## src/sv/stdisp_pkg.sv

```systemverilog
// shared task dispatcher package: widths, register map, status codes,
// item and control structs, eligibility function
// no dependencies
package stdisp_pkg;

    localparam int MAX_TASKS = 64;
    localparam int TASK_W    = $clog2(MAX_TASKS);
    localparam int COUNT_W   = 7;
    localparam int ADDR_W    = 5;
    localparam int DATA_W    = 64;

    // register indexes, one per 8-byte slot
    localparam logic [1:0] REG_TASK_COUNT    = 2'd0;
    localparam logic [1:0] REG_FIRST_PARTIAL = 2'd1;
    localparam logic [1:0] REG_EXCL_ENABLE   = 2'd2;
    localparam logic [1:0] REG_VALID_MASK    = 2'd3;

    // pointer status codes
    localparam logic [1:0] ST_RESTART   = 2'd0;
    localparam logic [1:0] ST_POINTER   = 2'd1;
    localparam logic [1:0] ST_EXHAUSTED = 2'd2;

    typedef struct packed {
        logic              cmd;
        logic [TASK_W-1:0] prev_task;
        logic              prev_valid;
    } req_item_t;

    typedef struct packed {
        logic [TASK_W-1:0] task_res;
        logic              granted;
    } rsp_item_t;

    typedef struct packed {
        logic [COUNT_W-1:0]   task_count;
        logic [COUNT_W-1:0]   first_partial;
        logic                 exclusion_enable;
        logic [MAX_TASKS-1:0] valid_mask;
    } cfg_t;

    // controller to datapath
    typedef struct packed {
        logic start;
        logic search;
        logic scan;
        logic load_out;
    } dp_cmd_t;

    // datapath to controller
    typedef struct packed {
        logic req_cmd;
        logic exhausted;
        logic hit;
        logic elig;
        logic idx_last;
        logic step_last;
        logic out_busy;
    } dp_stat_t;

    // task is eligible when below the task count and not excluded
    function automatic logic is_eligible(input logic [TASK_W-1:0] idx, input cfg_t cfg);
        logic below;
        below = ({1'b0, idx} < cfg.task_count);
        return below && (!cfg.exclusion_enable || cfg.valid_mask[idx]);
    endfunction

endpackage

```

## src/sv/stdisp_cfg.sv

```systemverilog
// configuration register file with apb-style access
// depends on stdisp_pkg
module stdisp_cfg (
    input  logic                          clk,
    input  logic                          rst_n,
    input  logic                          psel,
    input  logic                          penable,
    input  logic                          pwrite,
    input  logic [stdisp_pkg::ADDR_W-1:0] paddr,
    input  logic [stdisp_pkg::DATA_W-1:0] pwdata,
    output logic [stdisp_pkg::DATA_W-1:0] prdata,
    output logic                          pready,
    output stdisp_pkg::cfg_t              cfg
);
    import stdisp_pkg::*;

    cfg_t       cfg_reg;
    logic       wr_en;
    logic [1:0] reg_idx;

    assign pready  = 1'b1;
    assign wr_en   = psel && penable && pwrite;
    assign reg_idx = paddr[ADDR_W-1:3];
    assign cfg     = cfg_reg;

    // register writes
    always_ff @(posedge clk or negedge rst_n)
    begin
        if (!rst_n)
        begin
            cfg_reg.task_count       <= '0;
            cfg_reg.first_partial    <= '0;
            cfg_reg.exclusion_enable <= 1'b0;
            cfg_reg.valid_mask       <= '1;
        end
        else if (wr_en)
        begin
            unique case (reg_idx)
                REG_TASK_COUNT:    cfg_reg.task_count       <= pwdata[COUNT_W-1:0];
                REG_FIRST_PARTIAL: cfg_reg.first_partial    <= pwdata[COUNT_W-1:0];
                REG_EXCL_ENABLE:   cfg_reg.exclusion_enable <= pwdata[0];
                REG_VALID_MASK:    cfg_reg.valid_mask       <= pwdata[MAX_TASKS-1:0];
                default:           ;
            endcase
        end
    end

    // read mux
    always_comb
    begin
        prdata = '0;
        unique case (reg_idx)
            REG_TASK_COUNT:    prdata[COUNT_W-1:0]   = cfg_reg.task_count;
            REG_FIRST_PARTIAL: prdata[COUNT_W-1:0]   = cfg_reg.first_partial;
            REG_EXCL_ENABLE:   prdata[0]             = cfg_reg.exclusion_enable;
            REG_VALID_MASK:    prdata[MAX_TASKS-1:0] = cfg_reg.valid_mask;
            default:           prdata = '0;
        endcase
    end

endmodule

```

## src/sv/stdisp_dp.sv

```systemverilog
// dispatcher datapath: finished flags, shared pointer, scan index,
// working result and output register
// depends on stdisp_pkg
module stdisp_dp (
    input  logic                  clk,
    input  logic                  rst_n,
    input  stdisp_pkg::cfg_t      cfg,
    input  stdisp_pkg::req_item_t req,
    input  stdisp_pkg::dp_cmd_t   cmd,
    output stdisp_pkg::dp_stat_t  stat,
    output logic                  rsp_valid,
    input  logic                  rsp_ready,
    output stdisp_pkg::rsp_item_t rsp
);
    import stdisp_pkg::*;

    logic [MAX_TASKS-1:0] flags_reg, flags_next;
    logic [TASK_W-1:0]    next_idx_reg, next_idx_next;
    logic [1:0]           status_reg, status_next;
    logic [TASK_W-1:0]    idx_reg, idx_next;
    logic [TASK_W-1:0]    step_reg, step_next;
    rsp_item_t            res_reg, res_next;
    rsp_item_t            out_reg;
    logic                 out_valid_reg, out_valid_next;

    logic                 elig_idx;
    logic                 hit;
    logic                 ptr_ok;
    logic [TASK_W-1:0]    start_idx;

    // eligibility of the scan index and of the saved pointer
    assign elig_idx  = is_eligible(idx_reg, cfg);
    assign hit       = elig_idx && !flags_reg[idx_reg];
    assign ptr_ok    = (status_reg == ST_POINTER) && is_eligible(next_idx_reg, cfg);
    assign start_idx = ptr_ok ? next_idx_reg : '0;

    // status toward the controller
    assign stat.req_cmd   = req.cmd;
    assign stat.exhausted = status_reg[1];
    assign stat.hit       = hit;
    assign stat.elig      = elig_idx;
    assign stat.idx_last  = (idx_reg == TASK_W'(MAX_TASKS - 1));
    assign stat.step_last = (step_reg == TASK_W'(MAX_TASKS - 1));
    assign stat.out_busy  = out_valid_reg && !rsp_ready;

    assign rsp_valid = out_valid_reg;
    assign rsp       = out_reg;

    // next-state logic for flags, pointer and scan
    always_comb
    begin
        flags_next    = flags_reg;
        next_idx_next = next_idx_reg;
        status_next   = status_reg;
        idx_next      = idx_reg;
        step_next     = step_reg;
        res_next      = res_reg;
        if (cmd.start)
        begin
            res_next = '0;
            if (req.cmd)
            begin
                flags_next    = '0;
                next_idx_next = '0;
                status_next   = ST_RESTART;
            end
            else
            begin
                if (req.prev_valid)
                    flags_next[req.prev_task] = 1'b1;
                idx_next  = start_idx;
                step_next = '0;
            end
        end
        else if (cmd.search)
        begin
            if (hit)
            begin
                res_next.task_res = idx_reg;
                res_next.granted  = 1'b1;
                if ({1'b0, idx_reg} < cfg.first_partial)
                    flags_next[idx_reg] = 1'b1;
                if (stat.idx_last)
                    status_next = ST_RESTART;
                else
                    idx_next = idx_reg + 1'b1;
            end
            else if (stat.step_last)
                status_next = ST_EXHAUSTED;
            else
            begin
                idx_next  = idx_reg + 1'b1;
                step_next = step_reg + 1'b1;
            end
        end
        else if (cmd.scan)
        begin
            // look for the next eligible task above the granted one
            if (elig_idx)
            begin
                next_idx_next = idx_reg;
                status_next   = ST_POINTER;
            end
            else if (stat.idx_last)
                status_next = ST_RESTART;
            else
                idx_next = idx_reg + 1'b1;
        end
    end

    // output register handshake
    always_comb
    begin
        out_valid_next = out_valid_reg;
        if (cmd.load_out)
            out_valid_next = 1'b1;
        else if (rsp_ready)
            out_valid_next = 1'b0;
    end

    // control state
    always_ff @(posedge clk or negedge rst_n)
    begin
        if (!rst_n)
        begin
            flags_reg     <= '0;
            next_idx_reg  <= '0;
            status_reg    <= ST_RESTART;
            out_valid_reg <= 1'b0;
        end
        else
        begin
            flags_reg     <= flags_next;
            next_idx_reg  <= next_idx_next;
            status_reg    <= status_next;
            out_valid_reg <= out_valid_next;
        end
    end

    // payload registers
    always_ff @(posedge clk)
    begin
        idx_reg  <= idx_next;
        step_reg <= step_next;
        res_reg  <= res_next;
        if (cmd.load_out)
            out_reg <= res_reg;
    end

    // unused status code never appears
    a_status_code: assert property (@(posedge clk) disable iff (!rst_n)
        status_reg != 2'd3)
        else $error("pointer status holds unused code");

    // a non-shareable grant is marked finished right away
    a_partial_mark: assert property (@(posedge clk) disable iff (!rst_n)
        cmd.search && hit && ({1'b0, idx_reg} < cfg.first_partial)
        |=> flags_reg[$past(idx_reg)])
        else $error("partial task not marked finished after grant");

    // restart clears every finished flag and the pointer
    a_restart_clear: assert property (@(posedge clk) disable iff (!rst_n)
        cmd.start && req.cmd |=> (flags_reg == '0) && (status_reg == ST_RESTART))
        else $error("restart left flags or pointer set");

    // a result without grant carries task zero
    a_nogrant_zero: assert property (@(posedge clk) disable iff (!rst_n)
        out_valid_reg && !out_reg.granted |-> out_reg.task_res == '0)
        else $error("ungranted item carries nonzero task");

endmodule

```

## src/sv/stdisp_ctrl.sv

```systemverilog
// dispatcher controller: sequences accept, circular search, pointer scan
// and result hand-off
// depends on stdisp_pkg
module stdisp_ctrl (
    input  logic                 clk,
    input  logic                 rst_n,
    input  logic                 req_valid,
    output logic                 req_ready,
    input  stdisp_pkg::dp_stat_t stat,
    output stdisp_pkg::dp_cmd_t  cmd
);
    import stdisp_pkg::*;

    localparam logic [1:0] S_IDLE   = 2'd0;
    localparam logic [1:0] S_SEARCH = 2'd1;
    localparam logic [1:0] S_SCAN   = 2'd2;
    localparam logic [1:0] S_RESULT = 2'd3;

    logic [1:0] state_reg, state_next;

    assign req_ready    = (state_reg == S_IDLE);
    assign cmd.start    = req_ready && req_valid;
    assign cmd.search   = (state_reg == S_SEARCH);
    assign cmd.scan     = (state_reg == S_SCAN);
    assign cmd.load_out = (state_reg == S_RESULT) && !stat.out_busy;

    // state transitions
    always_comb
    begin
        state_next = state_reg;
        unique case (state_reg)
            S_IDLE:
            begin
                if (req_valid)
                begin
                    if (stat.req_cmd || stat.exhausted)
                        state_next = S_RESULT;
                    else
                        state_next = S_SEARCH;
                end
            end
            S_SEARCH:
            begin
                if (stat.hit)
                    state_next = stat.idx_last ? S_RESULT : S_SCAN;
                else if (stat.step_last)
                    state_next = S_RESULT;
            end
            S_SCAN:
            begin
                if (stat.elig || stat.idx_last)
                    state_next = S_RESULT;
            end
            S_RESULT:
            begin
                if (!stat.out_busy)
                    state_next = S_IDLE;
            end
            default: state_next = S_IDLE;
        endcase
    end

    always_ff @(posedge clk or negedge rst_n)
    begin
        if (!rst_n)
            state_reg <= S_IDLE;
        else
            state_reg <= state_next;
    end

    // restart and exhausted items skip the search entirely
    a_short_path: assert property (@(posedge clk) disable iff (!rst_n)
        cmd.start && (stat.req_cmd || stat.exhausted) |=> state_reg == S_RESULT)
        else $error("restart or exhausted item entered search");

endmodule

```

## src/sv/shared_task_dispatcher_unit.sv

```systemverilog
// Shared task dispatcher top level: config registers, controller, datapath.
// Restart and exhausted items go straight to the result; other items run the
// circular search, one task per cycle, then the forward scan for the next
// pointer (skipped when the search ends without a grant or on the last task).
// One item at a time; a new item is taken while the last result waits.
// Reset (rst_n low, async): finished flags and pointer cleared, registers to defaults.
module shared_task_dispatcher_unit (
    input  logic                          clk,
    input  logic                          rst_n,
    input  logic                          req_valid,
    output logic                          req_ready,
    input  stdisp_pkg::req_item_t         req,
    output logic                          rsp_valid,
    input  logic                          rsp_ready,
    output stdisp_pkg::rsp_item_t         rsp,
    input  logic                          psel,
    input  logic                          penable,
    input  logic                          pwrite,
    input  logic [stdisp_pkg::ADDR_W-1:0] paddr,
    input  logic [stdisp_pkg::DATA_W-1:0] pwdata,
    output logic [stdisp_pkg::DATA_W-1:0] prdata,
    output logic                          pready
);
    import stdisp_pkg::*;

    cfg_t     cfg;
    dp_cmd_t  dp_cmd;
    dp_stat_t dp_stat;

    // configuration registers
    stdisp_cfg u_cfg (
        .clk     (clk),
        .rst_n   (rst_n),
        .psel    (psel),
        .penable (penable),
        .pwrite  (pwrite),
        .paddr   (paddr),
        .pwdata  (pwdata),
        .prdata  (prdata),
        .pready  (pready),
        .cfg     (cfg)
    );

    // sequencing
    stdisp_ctrl u_ctrl (
        .clk       (clk),
        .rst_n     (rst_n),
        .req_valid (req_valid),
        .req_ready (req_ready),
        .stat      (dp_stat),
        .cmd       (dp_cmd)
    );

    // flags, pointer and result path
    stdisp_dp u_dp (
        .clk       (clk),
        .rst_n     (rst_n),
        .cfg       (cfg),
        .req       (req),
        .cmd       (dp_cmd),
        .stat      (dp_stat),
        .rsp_valid (rsp_valid),
        .rsp_ready (rsp_ready),
        .rsp       (rsp)
    );

endmodule

```

## config.mk

```make
export PLATFORM = sky130hd
export DESIGN_NAME = shared_task_dispatcher_unit
export DESIGN_NICKNAME = d
export VERILOG_FILES = /design/src/sv/stdisp_pkg.sv /design/src/sv/stdisp_cfg.sv /design/src/sv/stdisp_dp.sv /design/src/sv/stdisp_ctrl.sv /design/src/sv/shared_task_dispatcher_unit.sv
export SDC_FILE = /design/constraint.sdc
export NUM_CORES = 1
export LEC_CHECK = 0
export ABC_CLOCK_PERIOD_IN_PS = 3300
export CAP_MARGIN = 15
export CORE_AREA = 2 2 210 212
export CTS_CLUSTER_SIZE = 20
export DETAILED_ROUTE_END_ITERATION = 8
export DIE_AREA = 0 0 212 214
export DONT_BUFFER_PORTS = 1
export GPL_TIMING_DRIVEN = 0
export PLACE_DENSITY_LB_ADDON = 0.08
export RECOVER_POWER = 50
export SLEW_MARGIN = 20
export SYNTH_ARGS = -nofsm -noshare
export SYNTH_HDL_FRONTEND = slang
export SYNTH_SLANG_ARGS = --single-unit
```

## constraint.sdc

```tcl
create_clock -name clk -period 3.3 [get_ports clk]
set_input_delay 0.33 -clock clk [delete_from_list [all_inputs] [get_ports clk]]
set_output_delay 0.33 -clock clk [all_outputs]
set_load 0.1 [all_outputs]
```

==> Implementation_results.wiki <==
{| class="wikitable"
! Metric !! Value
|-
| Gpl congestion || about 0.80
|-
| Final TNS setup || 0 ns
|-
| Non-Filler Cell Area, Final || roughly 0.014 mm²
|-
| Synth async-reset ratio || 85.6%
|-
| Leading cell types in the layout, fill and taps excluded || sky130_fd_sc_hd__nor2_1, sky130_fd_sc_hd__a21oi_1, sky130_fd_sc_hd__dfrtp_1
|-
| Register area share after synthesis || 40.4%
|-
| Shortest clock period the worst path allows after layout || between 3 and 4 ns
|-
| Largest net degree at the start of global routing || 155
|-
| Setup repair after global routing missed its margin || no
|-
| Type of element capturing the critical path || flop
|-
| Post-detailed-placement cell area || roughly 0.012 mm²
|-
| Total Wirelength || 46.0 mm
|-
| Longest Clk Path Bufs || 2
|-
| Die Span Y || 214 µm
|-
| Combinational share of power || about 50%
|-
| Synthesized netlist cell count || 1153
|-
| Final Net Count || 1347
|-
| Routed via count || 9902
|-
| Iteration-0 DRC Markers || 771
|-
| Hold violation count in the final report || ~150
|-
| CORE AREA || 0.0429 mm²
|-
| Max Cap Viol || 0
|-
| Slew @ Worst Pin || 1.15 ns
|-
| Number of antenna violations at the first check in global routing || 0
|-
| Summed instance area of the synthesized netlist || 0.0115 mm²
|-
| Combined buffer and inverter count along the critical path || 3
|-
| Number of antenna repair diodes || 0
|-
| PD cells || 874 mW/mm²
|-
| GR Overflow Total || 0
|-
| Type of the worst min-delay path || input pin to async pin
|-
| Slowest-stage cell, CP || sky130_fd_sc_hd__mux4_2
|-
| TritonCTS buffer count || 17
|-
| Worst setup skew after layout || 0.0118 ns
|-
| Flop pwr share || 30.4%
|-
| Detailed-routing iteration count for the pre-antenna-repair pass || 5
|-
| Max-slew violation total from the final report || 0
|-
| Area contributors post-synth || sky130_fd_sc_hd__dfrtp_1, sky130_fd_sc_hd__dfstp_2, sky130_fd_sc_hd__mux2_2, sky130_fd_sc_hd__mux4_2, sky130_fd_sc_hd__edfxtp_1
|-
| Area fraction of the dominant cell type after synthesis || 19.6%
|-
| Crit path DAT || 3.41 ns
|-
| Largest stage delay on the critical path || roughly 0.5 ns
|-
| Total global-route track usage || 20.8%
|-
| Cell type group with the largest total delay on the critical path || multiplexers
|-
| Largest register FFs || 79
|-
| Effective utilization at floorplan || 26.8%
|-
| Critical-path maximum fanout || 10
|-
| Sum of internal, switching and leakage power || 12.1 mW
|-
| HPWL after detailed placement || about 33 mm
|-
| EDFF count, synth || 19
|-
| I/O pin count || 158
|-
| Number of sinks on the clock net || 180
|-
| Count of fill cells added during filler insertion || 4489
|-
| Power dissipated by switching net loads || 5.68 mW
|-
| Die X || 212 µm
|-
| Detailed-route vias per instance || approximately 5.4
|-
| Total Die Area || 0.0454 mm²
|-
| Fraction of final layout cells with drive strength greater than 1 || 25.0%
|-
| Flops & latches, synth || 180
|-
| Number of nets produced by synthesis || between 1000 and 1500
|-
| Crit-path cells || buf_6, buf_12, mux4_2, mux2_2, nand2_2, o211ai_1, nor4b_4, buf_4, a21oi_2, or3_1, a32o_1
|-
| Utilization after layout || 32.3%
|-
| TritonCTS clock tree || yes
|-
| Setup CP Type || flop to flop
|-
| Depth of the CTS H-tree || 4
|-
| Count of warnings emitted by yosys || 0
|-
| Cts-stage hold buffer count || 64
|-
| Root cell of the clock tree || sky130_fd_sc_hd__clkbuf_16
|-
| Cell accounting for the most synthesized area || sky130_fd_sc_hd__dfrtp_1
|-
| Port bufs || 0
|-
| Final-layout worst hold slack || -0.438 ns
|-
| Antenna violation net count after detailed routing || 0
|-
| Clock insertion delay at the later pin of the skew report || 0.48 ns
|-
| Proportion of power drawn by the clock network || 19.0%
|-
| Wirelength per Cell || about 25 µm
|-
| Net switching fraction of the power || a little under half
|-
| Maximum achievable frequency || 0.314 GHz
|-
| Reg clk slew, reported paths || 0.07 ns
|-
| Worst setup slack for register-to-register paths || approximately 0.11 ns
|-
| Period utilization || 96.5%
|-
| Outcome || finished, violations left
|-
| Commonest register cell after synthesis || sky130_fd_sc_hd__dfrtp_1
|-
| Cell-internal power || 6.43 mW
|-
| Worst voltage drop across the vdd grid || about 0.32 mV
|-
| Kind of start point of the critical path || flop
|-
| Global-route wire length before repair || 69.9 mm
|-
| Final Setup Violations || 0
|-
| Count of unique library cells instantiated by Yosys || 74
|-
| Data required time at the worst endpoint || 3.53 ns
|-
| Synthesized area per cell || between 9 and 10 µm²
|-
| Via count of the first global-routing pass || 10176
|-
| Total number of placement rows || 76
|-
| Violated checks || negative hold slack
|-
| Remaining DRCs || 0
|-
| Leak || roughly 5.4 nW
|-
| Synthesis-to-finish area growth || 20.6%
|-
| Max transition margin || 23.1%
|-
| Most common library cell in the layout ignoring fill and taps || sky130_fd_sc_hd__nor2_1
|}
-- metrics by stage --
step | setup WS, ns | cells | hold WS (ns)
floorplan | 0.114 | 1153 | 0.0344
global placement | -0.461 | 1738 | 0.0439
detailed placement | -0.428 | 1739 | 0.0437
CTS | 0.00749 | 1839 | -0.478
global route | 0.000818 | 1839 | -0.478
finish | 0.114 | 1839 | -0.438
-- cell type report --
type / count / area (µm²) / share of cell area, %
multi-input cells: 851 / 6500 / 46.9
flip-flops and latches: 180 / 4640 / 33.5
well taps: 585 / 732 / 5.28
repair buffers: 71 / 693 / 5.00
plain buffers: 99 / 576 / 4.15
clock buffers: 24 / 536 / 3.86
clock inverters: 8 / 106 / 0.767
inverters: 21 / 80.1 / 0.577
-- Yosys cell counts, drive strengths merged, types with 5 or more instances --
library cell / n
nor2: 139
a21oi: 97
dfrtp: 90
mux2: 77
dfstp: 64
and3: 62
clkbuf: 60
nand2: 58
o21ai: 50
mux2i: 42
a311oi: 41
buf: 41
mux4: 35
a211oi: 34
nor3: 23
ha: 22
inv: 21
edfxtp: 19
nand3: 17
o22ai: 14
and2: 10
nand2b: 10
nor3b: 10
a22oi: 8
a21o: 7
dfxtp: 7
o22a: 7
nor2b: 6
a221oi: 5
a22o: 5
and3b: 5
nand3b: 5
or3b: 5
xnor2: 5
-- power by group through the flow --
stage / Combinational (mW) / Clock (mW) / Sequential, mW
after floorplan: 4.07 / 0 / 3.46
after global placement: 5.63 / 0 / 3.73
after detailed placement: 5.65 / 0 / 3.72
after CTS: 5.99 / 2.37 / 3.68
after global routing: 6.56 / 2.48 / 3.75
final: 6.13 / 2.30 / 3.68
-- worst register-to-register path: stages, from the launching register on --
cell,delay (ns)
sky130_fd_sc_hd__edfxtp_1,0.41
sky130_fd_sc_hd__buf_6,0.16
sky130_fd_sc_hd__buf_12,0.15
sky130_fd_sc_hd__mux4_2,0.50
sky130_fd_sc_hd__mux2_2,0.29
sky130_fd_sc_hd__nand2_2,0.10
sky130_fd_sc_hd__o211ai_1,0.16
sky130_fd_sc_hd__nor4b_4,0.23
sky130_fd_sc_hd__buf_4,0.17
sky130_fd_sc_hd__a21oi_2,0.13
sky130_fd_sc_hd__or3_1,0.38
sky130_fd_sc_hd__a32o_1,0.25
-- cell families (layout without fill, tap and decap cells) --
family / Yosys count / in the layout / share of synthesized area [%]
AOI/OAI and AO/OA: 303 / 303 / 18.1
DFF: 180 / 180 / 40.4
and+or+nand+nor: 363 / 363 / 15.6
adders and majority gates: 22 / 22 / 2.39
other: 1 / 1 / 0.0326
muxes: 154 / 154 / 18.1
xor gates and xnor gates: 8 / 8 / 0.609
buffers and inverters: 122 / 223 / 4.74
-- what timing repair did --
action | 4_1_cts | 5_1_grt
endpoints found under the hold margin | 233 | 154
setup endpoints to repair | 102 | 87
pin swaps | 3 | 3
setup buffers | 6 | 0
resized for setup | 39 | 34
-- layer usage --
metal / track usage, % / vias up / share of wire (%)
met5: 0 / - / 0
met4: 5.07 / 0 / 1.4
met3: 3.89 / 40 / 5.3
met2: 32.1 / 290 / 46
met1: 29.9 / 5083 / 47
li1: - / 4489 / -
-- worst paths after layout --
kind / start / to / depth (start not counted)
max in group asynchronous: rst_n / u_cfg.cfg[3]$_DFFE_PN1P_ / 0
max reg2reg: u_dp.idx_reg[0]$_DFFE_PP_ / u_dp.idx_reg[0]$_DFFE_PP_ / 11
min: rst_n / u_dp.flags_reg[8]$_DFFE_PN0P_ / 0
min in group clk: req[7] / u_dp.flags_reg[63]$_DFFE_PN0P_ / 2
min reg2reg: u_dp.res_reg[1]$_SDFFE_PP0P_ / u_dp.rsp[1]$_DFFE_PP_ / 0
max: u_dp.idx_reg[0]$_DFFE_PP_ / u_dp.idx_reg[0]$_DFFE_PP_ / 11
No activity file was read; power rests on OpenSTA's default activity.
